==> src/sv/amc_pkg.sv <==
`default_nettype none

package amc_pkg;

  // Table geometry
  localparam int DEF_ENTRIES = 32;

  // Field widths
  localparam int FUNC_W   = 2;
  localparam int IP_W     = 32;
  localparam int MAC_W    = 48;
  localparam int VICT_W   = 5;
  localparam int SLOT_W   = 5;
  localparam int KIND_W   = 2;
  localparam int EXP_W    = 6;
  localparam int AGE_W    = 8;

  localparam logic [AGE_W-1:0] MAX_AGE_RESET = 8'd15;

  // Operation codes
  typedef enum logic [FUNC_W-1:0] {
    FN_LOOKUP = 2'd0,
    FN_INSERT = 2'd1,
    FN_TICK   = 2'd2
  } func_t;

  // Insert outcome codes
  typedef enum logic [KIND_W-1:0] {
    KIND_NONE   = 2'd0,
    KIND_UPDATE = 2'd1,
    KIND_FILL   = 2'd2,
    KIND_VICTIM = 2'd3
  } kind_t;

  // Controller -> datapath
  typedef struct packed {
    logic load;  // capture input word, clear scan state
    logic scan;  // issue read at scan address, advance
    logic fin;   // commit insert, load result registers
  } ctl_cmd_t;

  // Datapath -> controller
  typedef struct packed {
    logic scan_done;  // every slot address issued
  } ctl_sts_t;

endpackage

`default_nettype wire

==> src/sv/address_map_cache_with_aging_unit.sv <==
`default_nettype none

// IPv4-to-MAC address cache with aging. Each input word carries an operation:
// lookup (returns hit, the MAC and slot of the lowest valid matching entry),
// insert (refreshes a matching entry, else fills the lowest free slot, else
// overwrites slot victim_index modulo ENTRIES; reports which), or tick (ages
// every valid entry by one, saturating at 255, and drops entries whose age
// then exceeds max_age; reports how many). Every word yields exactly one
// result word. One word is in work at a time: the controller accepts it and
// walks the table once, one slot per cycle, through the single read port of
// each entry memory, whose read data is registered; it then commits the
// word and loads the result registers once the output register is free
// to take them. A finished result sits in an output register,
// so the next word is taken while it waits. max_age (reset 15) is written on
// the cfg port, which is always ready; write it only while no word is in
// flight. Valid flags clear at reset; there is no clearing pass.

module address_map_cache_with_aging_unit #(
  parameter int ENTRIES = amc_pkg::DEF_ENTRIES
) (
  input  wire logic                        clk,
  input  wire logic                        rst_n,

  // operation words
  input  wire logic                        in_valid,
  output logic                             in_stall,
  input  wire logic [amc_pkg::FUNC_W-1:0]  in_func,
  input  wire logic [amc_pkg::IP_W-1:0]    in_ip_addr,
  input  wire logic [amc_pkg::MAC_W-1:0]   in_mac_addr,
  input  wire logic [amc_pkg::VICT_W-1:0]  in_victim_index,

  // result words
  output logic                             out_valid,
  input  wire logic                        out_stall,
  output logic                             out_hit,
  output logic [amc_pkg::MAC_W-1:0]        out_mac_out,
  output logic [amc_pkg::SLOT_W-1:0]       out_slot,
  output logic [amc_pkg::KIND_W-1:0]       out_insert_kind,
  output logic [amc_pkg::EXP_W-1:0]        out_expired_count,

  // max_age register write
  input  wire logic                        cfg_valid,
  output logic                             cfg_ready,
  input  wire logic [amc_pkg::AGE_W-1:0]   cfg_max_age
);

  amc_pkg::ctl_cmd_t cmd;
  amc_pkg::ctl_sts_t sts;

  assign cfg_ready = 1'b1;

  // Sequencer: idle -> scan all slots -> commit/emit
  amc_ctrl u_ctrl (
    .clk       (clk),
    .rst_n     (rst_n),
    .in_valid  (in_valid),
    .in_stall  (in_stall),
    .out_valid (out_valid),
    .out_stall (out_stall),
    .cmd       (cmd),
    .sts       (sts)
  );

  // Entry memories, valid flags, scan pipeline, result registers
  amc_dp #(
    .ENTRIES (ENTRIES)
  ) u_dp (
    .clk               (clk),
    .rst_n             (rst_n),
    .cmd               (cmd),
    .sts               (sts),
    .cfg_we            (cfg_valid && cfg_ready),
    .cfg_max_age       (cfg_max_age),
    .in_func           (in_func),
    .in_ip_addr        (in_ip_addr),
    .in_mac_addr       (in_mac_addr),
    .in_victim_index   (in_victim_index),
    .out_hit           (out_hit),
    .out_mac_out       (out_mac_out),
    .out_slot          (out_slot),
    .out_insert_kind   (out_insert_kind),
    .out_expired_count (out_expired_count)
  );

endmodule

`default_nettype wire

==> src/sv/amc_ctrl.sv <==
`default_nettype none

module amc_ctrl (
  input  wire logic               clk,
  input  wire logic               rst_n,
  input  wire logic               in_valid,
  output logic                    in_stall,
  output logic                    out_valid,
  input  wire logic               out_stall,
  output amc_pkg::ctl_cmd_t       cmd,
  input  wire amc_pkg::ctl_sts_t  sts
);

  typedef enum logic [1:0] {
    ST_IDLE,
    ST_SCAN,
    ST_FIN
  } state_t;

  state_t state_r, state_nxt;
  logic   out_valid_r, out_valid_nxt;
  logic   out_free;

  assign out_free  = !(out_valid_r && out_stall);
  assign in_stall  = (state_r != ST_IDLE);
  assign out_valid = out_valid_r;

  always_comb begin
    state_nxt = state_r;
    cmd       = '0;
    unique case (state_r)
      ST_IDLE: begin
        if (in_valid) begin
          cmd.load  = 1'b1;
          state_nxt = ST_SCAN;
        end
      end
      ST_SCAN: begin
        if (sts.scan_done) begin
          state_nxt = ST_FIN;
        end else begin
          cmd.scan = 1'b1;
        end
      end
      ST_FIN: begin
        if (out_free) begin
          cmd.fin   = 1'b1;
          state_nxt = ST_IDLE;
        end
      end
      default: state_nxt = ST_IDLE;
    endcase
    out_valid_nxt = cmd.fin ? 1'b1 : (out_valid_r && out_stall);
  end

  always_ff @(posedge clk) begin
    if (!rst_n) begin
      state_r     <= ST_IDLE;
      out_valid_r <= 1'b0;
    end else begin
      state_r     <= state_nxt;
      out_valid_r <= out_valid_nxt;
    end
  end

endmodule

`default_nettype wire

==> src/sv/amc_dp.sv <==
`default_nettype none

module amc_dp #(
  parameter int ENTRIES = amc_pkg::DEF_ENTRIES
) (
  input  wire logic                          clk,
  input  wire logic                          rst_n,
  input  wire amc_pkg::ctl_cmd_t             cmd,
  output amc_pkg::ctl_sts_t                  sts,
  input  wire logic                          cfg_we,
  input  wire logic [amc_pkg::AGE_W-1:0]     cfg_max_age,
  input  wire logic [amc_pkg::FUNC_W-1:0]    in_func,
  input  wire logic [amc_pkg::IP_W-1:0]      in_ip_addr,
  input  wire logic [amc_pkg::MAC_W-1:0]     in_mac_addr,
  input  wire logic [amc_pkg::VICT_W-1:0]    in_victim_index,
  output logic                               out_hit,
  output logic [amc_pkg::MAC_W-1:0]          out_mac_out,
  output logic [amc_pkg::SLOT_W-1:0]         out_slot,
  output logic [amc_pkg::KIND_W-1:0]         out_insert_kind,
  output logic [amc_pkg::EXP_W-1:0]          out_expired_count
);

  localparam int IDX_W  = (ENTRIES > 1) ? $clog2(ENTRIES) : 1;
  localparam int CNT_W  = $clog2(ENTRIES + 1);
  localparam int VICT_N = 2 ** amc_pkg::VICT_W;
  localparam int AGE_W  = amc_pkg::AGE_W;
  localparam int IP_W   = amc_pkg::IP_W;
  localparam int MAC_W  = amc_pkg::MAC_W;
  localparam int SLOT_W = amc_pkg::SLOT_W;
  localparam int EXP_W  = amc_pkg::EXP_W;
  localparam logic [AGE_W-1:0] AGE_MAX = '1;
  localparam logic [EXP_W-1:0] EXP_MAX = '1;

  // Operation word
  logic [amc_pkg::FUNC_W-1:0] func_r;
  logic [IP_W-1:0]            ip_r;
  logic [MAC_W-1:0]           mac_r;
  logic [amc_pkg::VICT_W-1:0] victim_r;
  logic [AGE_W-1:0]           max_age_r;

  // Entry storage
  logic [ENTRIES-1:0] valid_r;
  logic [IP_W-1:0]    ip_mem  [ENTRIES];
  logic [MAC_W-1:0]   mac_mem [ENTRIES];
  logic [AGE_W-1:0]   age_mem [ENTRIES];

  // Scan pipeline: address stage, then registered read data stage
  logic [CNT_W-1:0]  addr_r;
  logic [IDX_W-1:0]  rd_idx;
  logic              dvld_r;
  logic [IDX_W-1:0]  didx_r;
  logic [IP_W-1:0]   ip_q_r;
  logic [MAC_W-1:0]  mac_q_r;
  logic [AGE_W-1:0]  age_q_r;

  // Scan results
  logic              found_r;
  logic [IDX_W-1:0]  found_idx_r;
  logic [MAC_W-1:0]  found_mac_r;
  logic              free_r;
  logic [IDX_W-1:0]  free_idx_r;
  logic [EXP_W-1:0]  exp_cnt_r;

  // Victim slot reduction, built at elaboration
  logic [IDX_W-1:0]  vmod [VICT_N];

  for (genvar g = 0; g < VICT_N; g++) begin : g_vmod
    assign vmod[g] = IDX_W'(g % ENTRIES);
  end

  logic              is_lookup, is_insert, is_tick;
  logic              d_valid, d_match;
  logic [AGE_W-1:0]  age_inc;
  logic              tick_wr, tick_kill;
  logic              ins_we;
  logic [IDX_W-1:0]  ins_idx;
  amc_pkg::kind_t    ins_kind;
  logic [IDX_W-1:0]  wr_idx;
  logic [AGE_W-1:0]  age_wdata;

  assign is_lookup = (func_r == amc_pkg::FN_LOOKUP);
  assign is_insert = (func_r == amc_pkg::FN_INSERT);
  assign is_tick   = (func_r == amc_pkg::FN_TICK);

  assign rd_idx        = addr_r[IDX_W-1:0];
  assign sts.scan_done = (addr_r == CNT_W'(ENTRIES));

  always_comb begin
    d_valid   = valid_r[didx_r];
    d_match   = d_valid && (ip_q_r == ip_r);
    age_inc   = (age_q_r == AGE_MAX) ? AGE_MAX : age_q_r + 8'd1;
    tick_wr   = dvld_r && is_tick && d_valid;
    tick_kill = tick_wr && (age_inc > max_age_r);

    if (found_r) begin
      ins_idx  = found_idx_r;
      ins_kind = amc_pkg::KIND_UPDATE;
    end else if (free_r) begin
      ins_idx  = free_idx_r;
      ins_kind = amc_pkg::KIND_FILL;
    end else begin
      ins_idx  = vmod[victim_r];
      ins_kind = amc_pkg::KIND_VICTIM;
    end
    ins_we = cmd.fin && is_insert;

    wr_idx    = ins_we ? ins_idx : didx_r;
    age_wdata = ins_we ? '0 : age_inc;
  end

  // Registers
  always_ff @(posedge clk) begin
    if (cmd.load) begin
      func_r   <= in_func;
      ip_r     <= in_ip_addr;
      mac_r    <= in_mac_addr;
      victim_r <= in_victim_index;
    end
  end

  always_ff @(posedge clk) begin
    if (!rst_n) begin
      max_age_r <= amc_pkg::MAX_AGE_RESET;
    end else if (cfg_we) begin
      max_age_r <= cfg_max_age;
    end
  end

  always_ff @(posedge clk) begin
    if (!rst_n) begin
      valid_r <= '0;
    end else begin
      if (tick_kill) begin
        valid_r[didx_r] <= 1'b0;
      end
      if (ins_we) begin
        valid_r[ins_idx] <= 1'b1;
      end
    end
  end

  always_ff @(posedge clk) begin
    if (!rst_n) begin
      addr_r <= '0;
      dvld_r <= 1'b0;
    end else begin
      if (cmd.load) begin
        addr_r <= '0;
      end else if (cmd.scan) begin
        addr_r <= addr_r + 1'b1;
      end
      dvld_r <= cmd.scan;
    end
  end

  always_ff @(posedge clk) begin
    didx_r <= rd_idx;
  end

  // Memories: one write port, one registered read port each
  always_ff @(posedge clk) begin
    if (ins_we) begin
      ip_mem[wr_idx] <= ip_r;
    end
    ip_q_r <= ip_mem[rd_idx];
  end

  always_ff @(posedge clk) begin
    if (ins_we) begin
      mac_mem[wr_idx] <= mac_r;
    end
    mac_q_r <= mac_mem[rd_idx];
  end

  always_ff @(posedge clk) begin
    if (ins_we || tick_wr) begin
      age_mem[wr_idx] <= age_wdata;
    end
    age_q_r <= age_mem[rd_idx];
  end

  // Scan result collection, first hit / first free slot wins
  always_ff @(posedge clk) begin
    if (!rst_n) begin
      found_r   <= 1'b0;
      free_r    <= 1'b0;
      exp_cnt_r <= '0;
    end else if (cmd.load) begin
      found_r   <= 1'b0;
      free_r    <= 1'b0;
      exp_cnt_r <= '0;
    end else if (dvld_r) begin
      if (d_match && !found_r) begin
        found_r <= 1'b1;
      end
      if (!d_valid && !free_r) begin
        free_r <= 1'b1;
      end
      if (tick_kill && (exp_cnt_r != EXP_MAX)) begin
        exp_cnt_r <= exp_cnt_r + 1'b1;
      end
    end
  end

  always_ff @(posedge clk) begin
    if (dvld_r && d_match && !found_r) begin
      found_idx_r <= didx_r;
      found_mac_r <= mac_q_r;
    end
    if (dvld_r && !d_valid && !free_r) begin
      free_idx_r <= didx_r;
    end
  end

  // Result registers
  always_ff @(posedge clk) begin
    if (cmd.fin) begin
      out_hit           <= is_lookup && found_r;
      out_mac_out       <= (is_lookup && found_r) ? found_mac_r : '0;
      out_insert_kind   <= is_insert ? ins_kind : amc_pkg::KIND_NONE;
      out_expired_count <= is_tick ? exp_cnt_r : '0;
      if (is_lookup && found_r) begin
        out_slot <= SLOT_W'(found_idx_r);
      end else if (is_insert) begin
        out_slot <= SLOT_W'(ins_idx);
      end else begin
        out_slot <= '0;
      end
    end
  end

endmodule

`default_nettype wire

==> config.mk <==
export PLATFORM = sky130hd
export DESIGN_NAME = address_map_cache_with_aging_unit
export DESIGN_NICKNAME = d
export VERILOG_FILES = /design/src/sv/amc_pkg.sv /design/src/sv/address_map_cache_with_aging_unit.sv /design/src/sv/amc_ctrl.sv /design/src/sv/amc_dp.sv
export SDC_FILE = /design/constraint.sdc
export NUM_CORES = 2
export LEC_CHECK = 0
export BUFFER_PORTS_ARGS = -buffer_cell sky130_fd_sc_hd__buf_4
export CORE_MARGIN = 3
export CORE_UTILIZATION = 55
export DETAILED_ROUTE_END_ITERATION = 10
export GPL_ROUTABILITY_DRIVEN = 0
export PLACE_DENSITY = 0.67
export SLEW_MARGIN = 25
export SYNTH_ARGS = -nofsm -noshare
export SYNTH_HDL_FRONTEND = slang
export SYNTH_SLANG_ARGS = --single-unit
==> constraint.sdc <==
create_clock -name clk -period 11.7 [get_ports clk]
set_input_delay 3.51 -clock clk [delete_from_list [all_inputs] [get_ports clk]]
set_output_delay 3.51 -clock clk [all_outputs]
set_load 0.005 [all_outputs]
* Word-level counts from Yosys, hierarchy flattened
Memories as Yosys holds them, arrays and structs flattened. A register that Yosys moved wholly into a read port is not among the register bits.
Cells that the tools add are included.
** Word-level totals
- Memories kept :: 4
- Bits in read-only memories :: 160
- Output and inout bits :: 65
- Bits in writable memories :: 2816
- Word-level logic and storage cells :: 117
- Bits in registers :: 270
- Bits of input ports :: 100
** Operators by class
- Equal/unequal tests :: 11
- Add/subtract/negate cells :: 3
- $lt $le $gt $ge :: 6
- Reductions and logical operators :: 29
- Multiplexer cells :: 35
- Bitwise operators :: 6
** Memory list
- u_dp.mac_mem :: words 32, bits a word 48, read ports 1, clocked after Yosys merged registers in 1, write ports 1, RTL line amc_dp.sv:44 : logic [MAC_W-1:0] mac_mem [ENTRIES];
- u_dp.ip_mem :: words 32, bits a word 32, read ports 1, clocked after Yosys merged registers in 1, write ports 1, RTL line amc_dp.sv:43 : logic [IP_W-1:0] ip_mem [ENTRIES];
- u_dp.age_mem :: words 32, bits a word 8, read ports 1, clocked after Yosys merged registers in 1, write ports 1, RTL line amc_dp.sv:45 : logic [AGE_W-1:0] age_mem [ENTRIES];
- (no name shown) :: words 32, bits a word 5, read ports 1, clocked after Yosys merged registers in 0, write ports 0, RTL line amc_dp.sv:102 : ins_idx = vmod[victim_r];
** Operators by type and width (count)
- 32-bit 2-to-1 mux :: 3
- 5-bit 2-to-1 mux :: 7
- 32-bit AND :: 1
- 32-bit == test :: 1
- 32-bit NOT :: 1
- 32-bit bitwise OR :: 1
- 1-bit logical AND :: 16
- 1-bit 2-to-1 mux :: 16
- 8-bit 2-to-1 mux :: 2
- 6-bit by 1-bit adder with 6-bit output (second input constant) :: 2
- 5-bit by 6-bit < comparator with 1-bit output (second input constant) :: 2
- 1-bit demux with 5-bit select :: 2
- 5-bit by 1-bit greater-or-equal comparator with 1-bit output (second input constant) :: 2
- 8-bit by 1-bit adder with 8-bit output (second input constant) :: 1
- 8-bit == test (second input constant) :: 1
- 8-bit greater-than comparator :: 1
- 6-bit == test (second input constant) :: 1
- 6-bit greater-or-equal comparator (second input constant) :: 1
- 2-bit 2-to-1 mux :: 3
- 2-bit inequality test (second input constant) :: 3
- 6-bit inequality test (second input constant) :: 1
- 5-bit NOT with 6-bit output :: 1
- 2-bit one-hot mux with 3 select lines :: 1
- 2-bit AND reduction :: 3
- 10 further kinds :: 17

* Logic depth before layout (Yosys ltp)
- Word-level depth :: 12
- Mapped depth :: 12
- Mapped depth without buffers :: 12

* Modules after synthesis
A second synthesis with hierarchy kept.
** Second synthesis, totals
- Cell total of the unflattened synthesis :: 4910
- Area, all modules :: 119064.2 um^2
** Modules (own cells, without submodules)
- amc_dp :: sequential area each 93739.9 um^2, area an instance 118896.5 um^2, cells each 4890, times used 1
- amc_ctrl :: sequential area each 60.1 um^2, area an instance 156.4 um^2, cells each 18, times used 1
- address_map_cache_with_aging_unit :: sequential area each 0.0 um^2, area an instance 11.3 um^2, cells each 2, times used 1

* Least setup slack after synthesis
Ideal clock, no wire load.
- Path type :: in2reg
- Start point :: input out_stall
- End point :: register u_dp.valid_r[23]
- Buffers on the path :: 2
- Data required time :: 11.615 ns
- Setup slack :: 1.053 ns
- Setup time :: 0.085 ns
- Arrival :: 10.561 ns
- Stages on the path :: 8
- Cell sequence :: nand2_1 and3_1 buf_2 and2_1 nand2_1 clkbuf_1 nor3_1 o221a_1
** On the way
- Longest elaborated chain between the ends :: 5
** Ends and longest elaborated chain
- from (decl) :: RTL line address_map_cache_with_aging_unit.sv:34 : input wire logic out_stall,
- 1-bit logical AND :: RTL line amc_ctrl.sv:24 : assign out_free = !(out_valid_r && out_stall);
- 1-bit 2-to-1 mux :: RTL line amc_ctrl.sv:46 : if (out_free) begin
- 1-bit 2-to-1 mux :: RTL line amc_ctrl.sv:31 : unique case (state_r)
- 1-bit logical AND :: RTL line amc_dp.sv:105 : ins_we = cmd.fin && is_insert;
- 32-bit 2-to-1 mux :: RTL line amc_dp.sv:136 : if (ins_we) begin
- to (signal assigned) :: RTL line amc_dp.sv:131 : valid_r <= '0;
- to (signal, indexed assignment) :: RTL line amc_dp.sv:134 : valid_r[didx_r] <= 1'b0;
- to (signal, indexed assignment) :: RTL line amc_dp.sv:137 : valid_r[ins_idx] <= 1'b1;
- to (decl) :: RTL line amc_dp.sv:42 : logic [ENTRIES-1:0] valid_r;
No other way between the ends.
A chain may end at the register's enable or synchronous reset.

* Worst setup path after layout
- Start point :: input out_stall
- End point :: memory u_dp.mac_mem[25][31], enable pin
** On the way
- Longest elaborated chain between the ends :: 6
- Elaborated cells on any way between the ends :: 7
- Those cells by class :: mux: 5; reduce/logical: 2
** Ends and longest elaborated chain
- 1-bit logical AND * :: RTL line amc_ctrl.sv:24
- 1-bit 2-to-1 mux * :: RTL line amc_ctrl.sv:46
- 1-bit 2-to-1 mux * :: RTL line amc_ctrl.sv:31
- 1-bit logical AND * :: RTL line amc_dp.sv:105
- 1-bit 2-to-1 mux :: RTL line amc_dp.sv:169 : if (ins_we) begin
- 1-bit 2-to-1 mux (not written as such) :: RTL line amc_dp.sv:170 : mac_mem[wr_idx] <= mac_r;
- to (decl) :: RTL line amc_dp.sv:44
Every way passes the cells marked *; elsewhere a longest branch is shown, timed or not.

==> key figures <==
CTS
  • CTS tree: built
  • Cts-stage hold buffer count: 0
  • Setup bufs post-CTS: 0
  • Clock Tree Buf Depth: 4
  • TritonCTS Buffers: 332
  • Post-CTS sizing: 0
  • CTS clk-pin slew, worst paths: 0.06 ns
  • CTS H-tree depth: 5
  • CTS sink count: 3174
  • Clock root cell: clkbuf_16
  • Clk_lat worst skew: 0.95 ns

Routing
  • WL/cell: 32.3 um
  • Drt pass-1 iters: 5
  • # DRC: 0
  • Final wirelength: 272000 um
  • Detailed-route via count: 53800
  • Number of DRC markers in iteration 0: 6528
  • Via-per-instance ratio: 6.37
  • Final ANT Viol Nets: 0

Worst hold path
  • HP Start: u_dp.mac_q_r[40]$_DFF_P_
  • WHS Path Cells: 0
  • Hold endpoint: u_dp.found_mac_r[40]$_DFFE_PP_
  • Hold/Removal Path Class: flip-flop to flip-flop

Power and ir drop
  • Power Density: 173 mW/mm^2
  • Leakage: 0.0414 uW
  • Worst VDD drop: 0.000173 V

Timing
  • Post-route setup TNS: 0 ns
  • Slew Viols, Final: 0
  • Tcrit/Tclk final: 57.9%
  • F_max: 148 MHz
  • RSZ-0062 raised after global routing: false
  • Final setup vio count: 0
  • Min Tclk post-route: 6.78 ns
  • Worst Clk Skew: 0.0688 ns
  • Fin. Hold Viols: 0
  • Final WS setup: 4.92 ns
  • Tightest Pin Transition: 1.14 ns
  • Max-slew headroom: 24.2%

Synthesis
  • Mapped Cells: 4896
  • Synth Area in Compound Gates: 0.627%
  • Distinct cell type count after synthesis: 55
  • Ys async rst share: 0%
  • Post-Syn Area per Cell: 24.3 um^2
  • Synthesis Warnings: 0
  • Synth Area in Adders: 0.126%
  • Synth Area in Simple Gates: 1.39%
  • Largest family of logic cells by synthesized area: multiplexers
  • Post-synthesis mux area share: 17.8%
  • Sequential area share after synthesis: 78.8%
  • Mapped Area: 0.119 mm^2
  • XOR/XNOR Fraction of Synth Area: 0.294%
  • Prevailing post-synth register cell: edfxtp_1
  • Post-synth EDFFs: 3023
  • Synthesized Nets: 5008
  • Register bit count reported by yosys: 3174

Setup path
  • CP max stage cell: buf_4
  • Req. time, crit path: 12.24 ns
  • R2R setup slack: 6.63 ns
  • Crit end category: flip-flop
  • Crit path buf inv count: 3
  • Top Family by Delay on Critical Path: simple AND/OR/NAND/NOR gates
  • Setup CP Type: primary input to flip-flop
  • Worst Path Max Fanout: 45
  • Data arrival, critical path: 7.32 ns
  • CP max stage delay: 0.78 ns
  • CP Launch Type: primary input
  • Cells along the critical path: buf_4 > nand2_1 > nand3_1 > nor2_1 > a21o_1 > nand2_1 > nor2_4 > buf_4 > buf_4
  • Worst reg2reg path endpoint: u_dp.mac_mem[25][31]$_DFFE_PP_
  • Most used cell along the critical path: buf_4
  • Reg2Reg Depth: 8
  • Worst r2r src: u_dp.func_r[1]$_DFFE_PP_

Floorplanning
  • Die Width: 471 um
  • Initial Utilization: 55.4%
  • Core area: 0.215 mm^2
  • Site Rows: 170
  • Num ports: 165
  • Die Ht: 471 um
  • Die ar.: 0.222 mm^2

Outcome
  • Status: finished clean

GRT
  • Vias in the first global route: 54500
  • Antenna violations before repair: 7
  • Global-route wire length before repair: 394000 um
  • GRT Total Usage: 24.8%
  • Largest net degree at the start of global routing: 149
  • Grt total ovfl: 0

Placed design
  • IO buf count: 163
  • DP Wirelength: 146000 um
  • DP Worst Slack: 4.09 ns

Finish
  • Nets: 5452
  • Synth-to-layout area growth: 14.1%
  • Layout cells sized above 1: 33.4%

Job
  • Max Cap Viol: 0
[final cells by class]
class | count | area [um^2]
Antenna cell | 9 | 22.5
Clock buffer | 441 | 9060
Clock inverter | 140 | 1410
Fill cell | 14000 | 79100
Inverter | 13 | 48.8
Multi-Input combinational cell | 1460 | 24500
Sequential cell | 3174 | 93800
Tap cell | 2838 | 3550
Timing Repair Buffer | 359 | 3370
[synth_stat cells, types with 5 or more instances]
cell / n / share of area, %
a21o_1: 5 / 0.032
a21oi_1: 15 / 0.063
and2_1: 63 / 0.33
and3_1: 8 / 0.042
buf_1: 22 / 0.069
buf_2: 59 / 0.25
buf_4: 8 / 0.050
buf_6: 6 / 0.057
clkbuf_1: 154 / 0.49
dfxtp_1: 151 / 2.5
edfxtp_1: 3023 / 76
ha_1: 12 / 0.13
inv_1: 13 / 0.041
mux2_2: 89 / 0.84
mux2i_1: 24 / 0.20
mux4_2: 882 / 17
nand2_1: 51 / 0.16
nand2b_1: 15 / 0.079
nand3_1: 15 / 0.063
nand4_1: 10 / 0.053
nor2_1: 72 / 0.23
nor2b_1: 16 / 0.084
nor3_1: 38 / 0.16
nor4_1: 16 / 0.084
o21a_1: 5 / 0.032
o21ai_0: 8 / 0.034
o221a_1: 32 / 0.30
xnor2_1: 11 / 0.081
xor2_1: 29 / 0.21
[layout by cell type, fill, tap and decap left out, drive strengths merged, types with 51 or more instances in the layout]
cell,Yosys,final
clkbuf,154,441
dfxtp,151,151
edfxtp,3023,3023
clkinv,0,98
mux4,883,883
buf,95,359
nor2,72,72
nand2,51,51
mux2,91,91
and2,63,63
[worst register-to-register path, cell delays in order (launching register included)]
cell and delay, ns:
edfxtp_1 0.44, nor2b_1 0.55, nand3_1 0.70, nor2_1 0.47, a21o_1 0.37, nand2_1 0.51
nor2_4 0.20, buf_4 0.58, buf_4 0.80
[logic make-up after synthesis]
kind of cell | after synthesis
fa+ha+maj | 12
simple gates | 319
xor+xnor | 40
mux | 998
compound gates | 90
other cells | 1
flops | 3174
buf+inv | 262
[power by group]
group          total, uW  switching [uW]  internal [uW]
logic                749             415            334
clock network      10200            4160           6020
registers          12600            72.5          12500
total              23500            4650          18800
[worst max-delay path by stage]
stage / depth (start not counted) / to / start / slack, ns
final: 9 / u_dp.mac_mem[25][31]$_DFFE_PP_ / out_stall / 4.92
after global routing: 9 / u_dp.mac_mem[25][23]$_DFFE_PP_ / out_stall / 4.77
after CTS: 9 / u_dp.mac_mem[25][23]$_DFFE_PP_ / out_stall / 5.06
after detailed placement: 9 / u_dp.mac_mem[24][35]$_DFFE_PP_ / out_stall / 4.09
after global placement: 7 / u_dp.mac_mem[11][25]$_DFFE_PP_ / out_stall / 4.13
after floorplan: 8 / u_dp.valid_r[23]$_SDFF_PN0_ / out_stall / 1.05
[routing by layer]
layer	wire length [um]	vias to the layer above	track usage, %	share of wire [%]
met5	19	-	0	0.0070
met4	7770	2	7.34	2.9
met3	22100	424	4.89	8.1
met2	132000	2441	38.7	49
met1	110000	29100	36.2	40
li1	-	21800	-	-
[sequential cells by signal, summed over array words and instances (netlist names), 48 cells and up]
name,count
u_dp.age_mem,256
u_dp.found_mac_r,48
u_dp.ip_mem,1024
u_dp.mac_mem,1536
u_dp.mac_q_r,48
u_dp.mac_r,48
u_dp.out_mac_out,48
[through the flow]
| stage | hold slack [ns] | util, % | cells | total power, uW | instance area [um^2] |
|---|---|---|---|---|---|
| 5_1_grt | 0.410 | 63.2 | 8426 | 24200 | 136000 |
| 3_3_place_gp | 0.389 | 57.9 | 7800 | 13500 | 124000 |
| 6_report | 0.401 | 63.2 | 8434 | 23500 | 136000 |
| 3_5_place_dp | 0.389 | 58.0 | 7811 | 13500 | 125000 |
| 2_1_floorplan | 0.326 | - | 4896 | 13300 | 119000 |
| 4_1_cts | 0.403 | 62.9 | 8392 | 23700 | 135000 |
No activity file was read; power rests on OpenSTA's default activity.
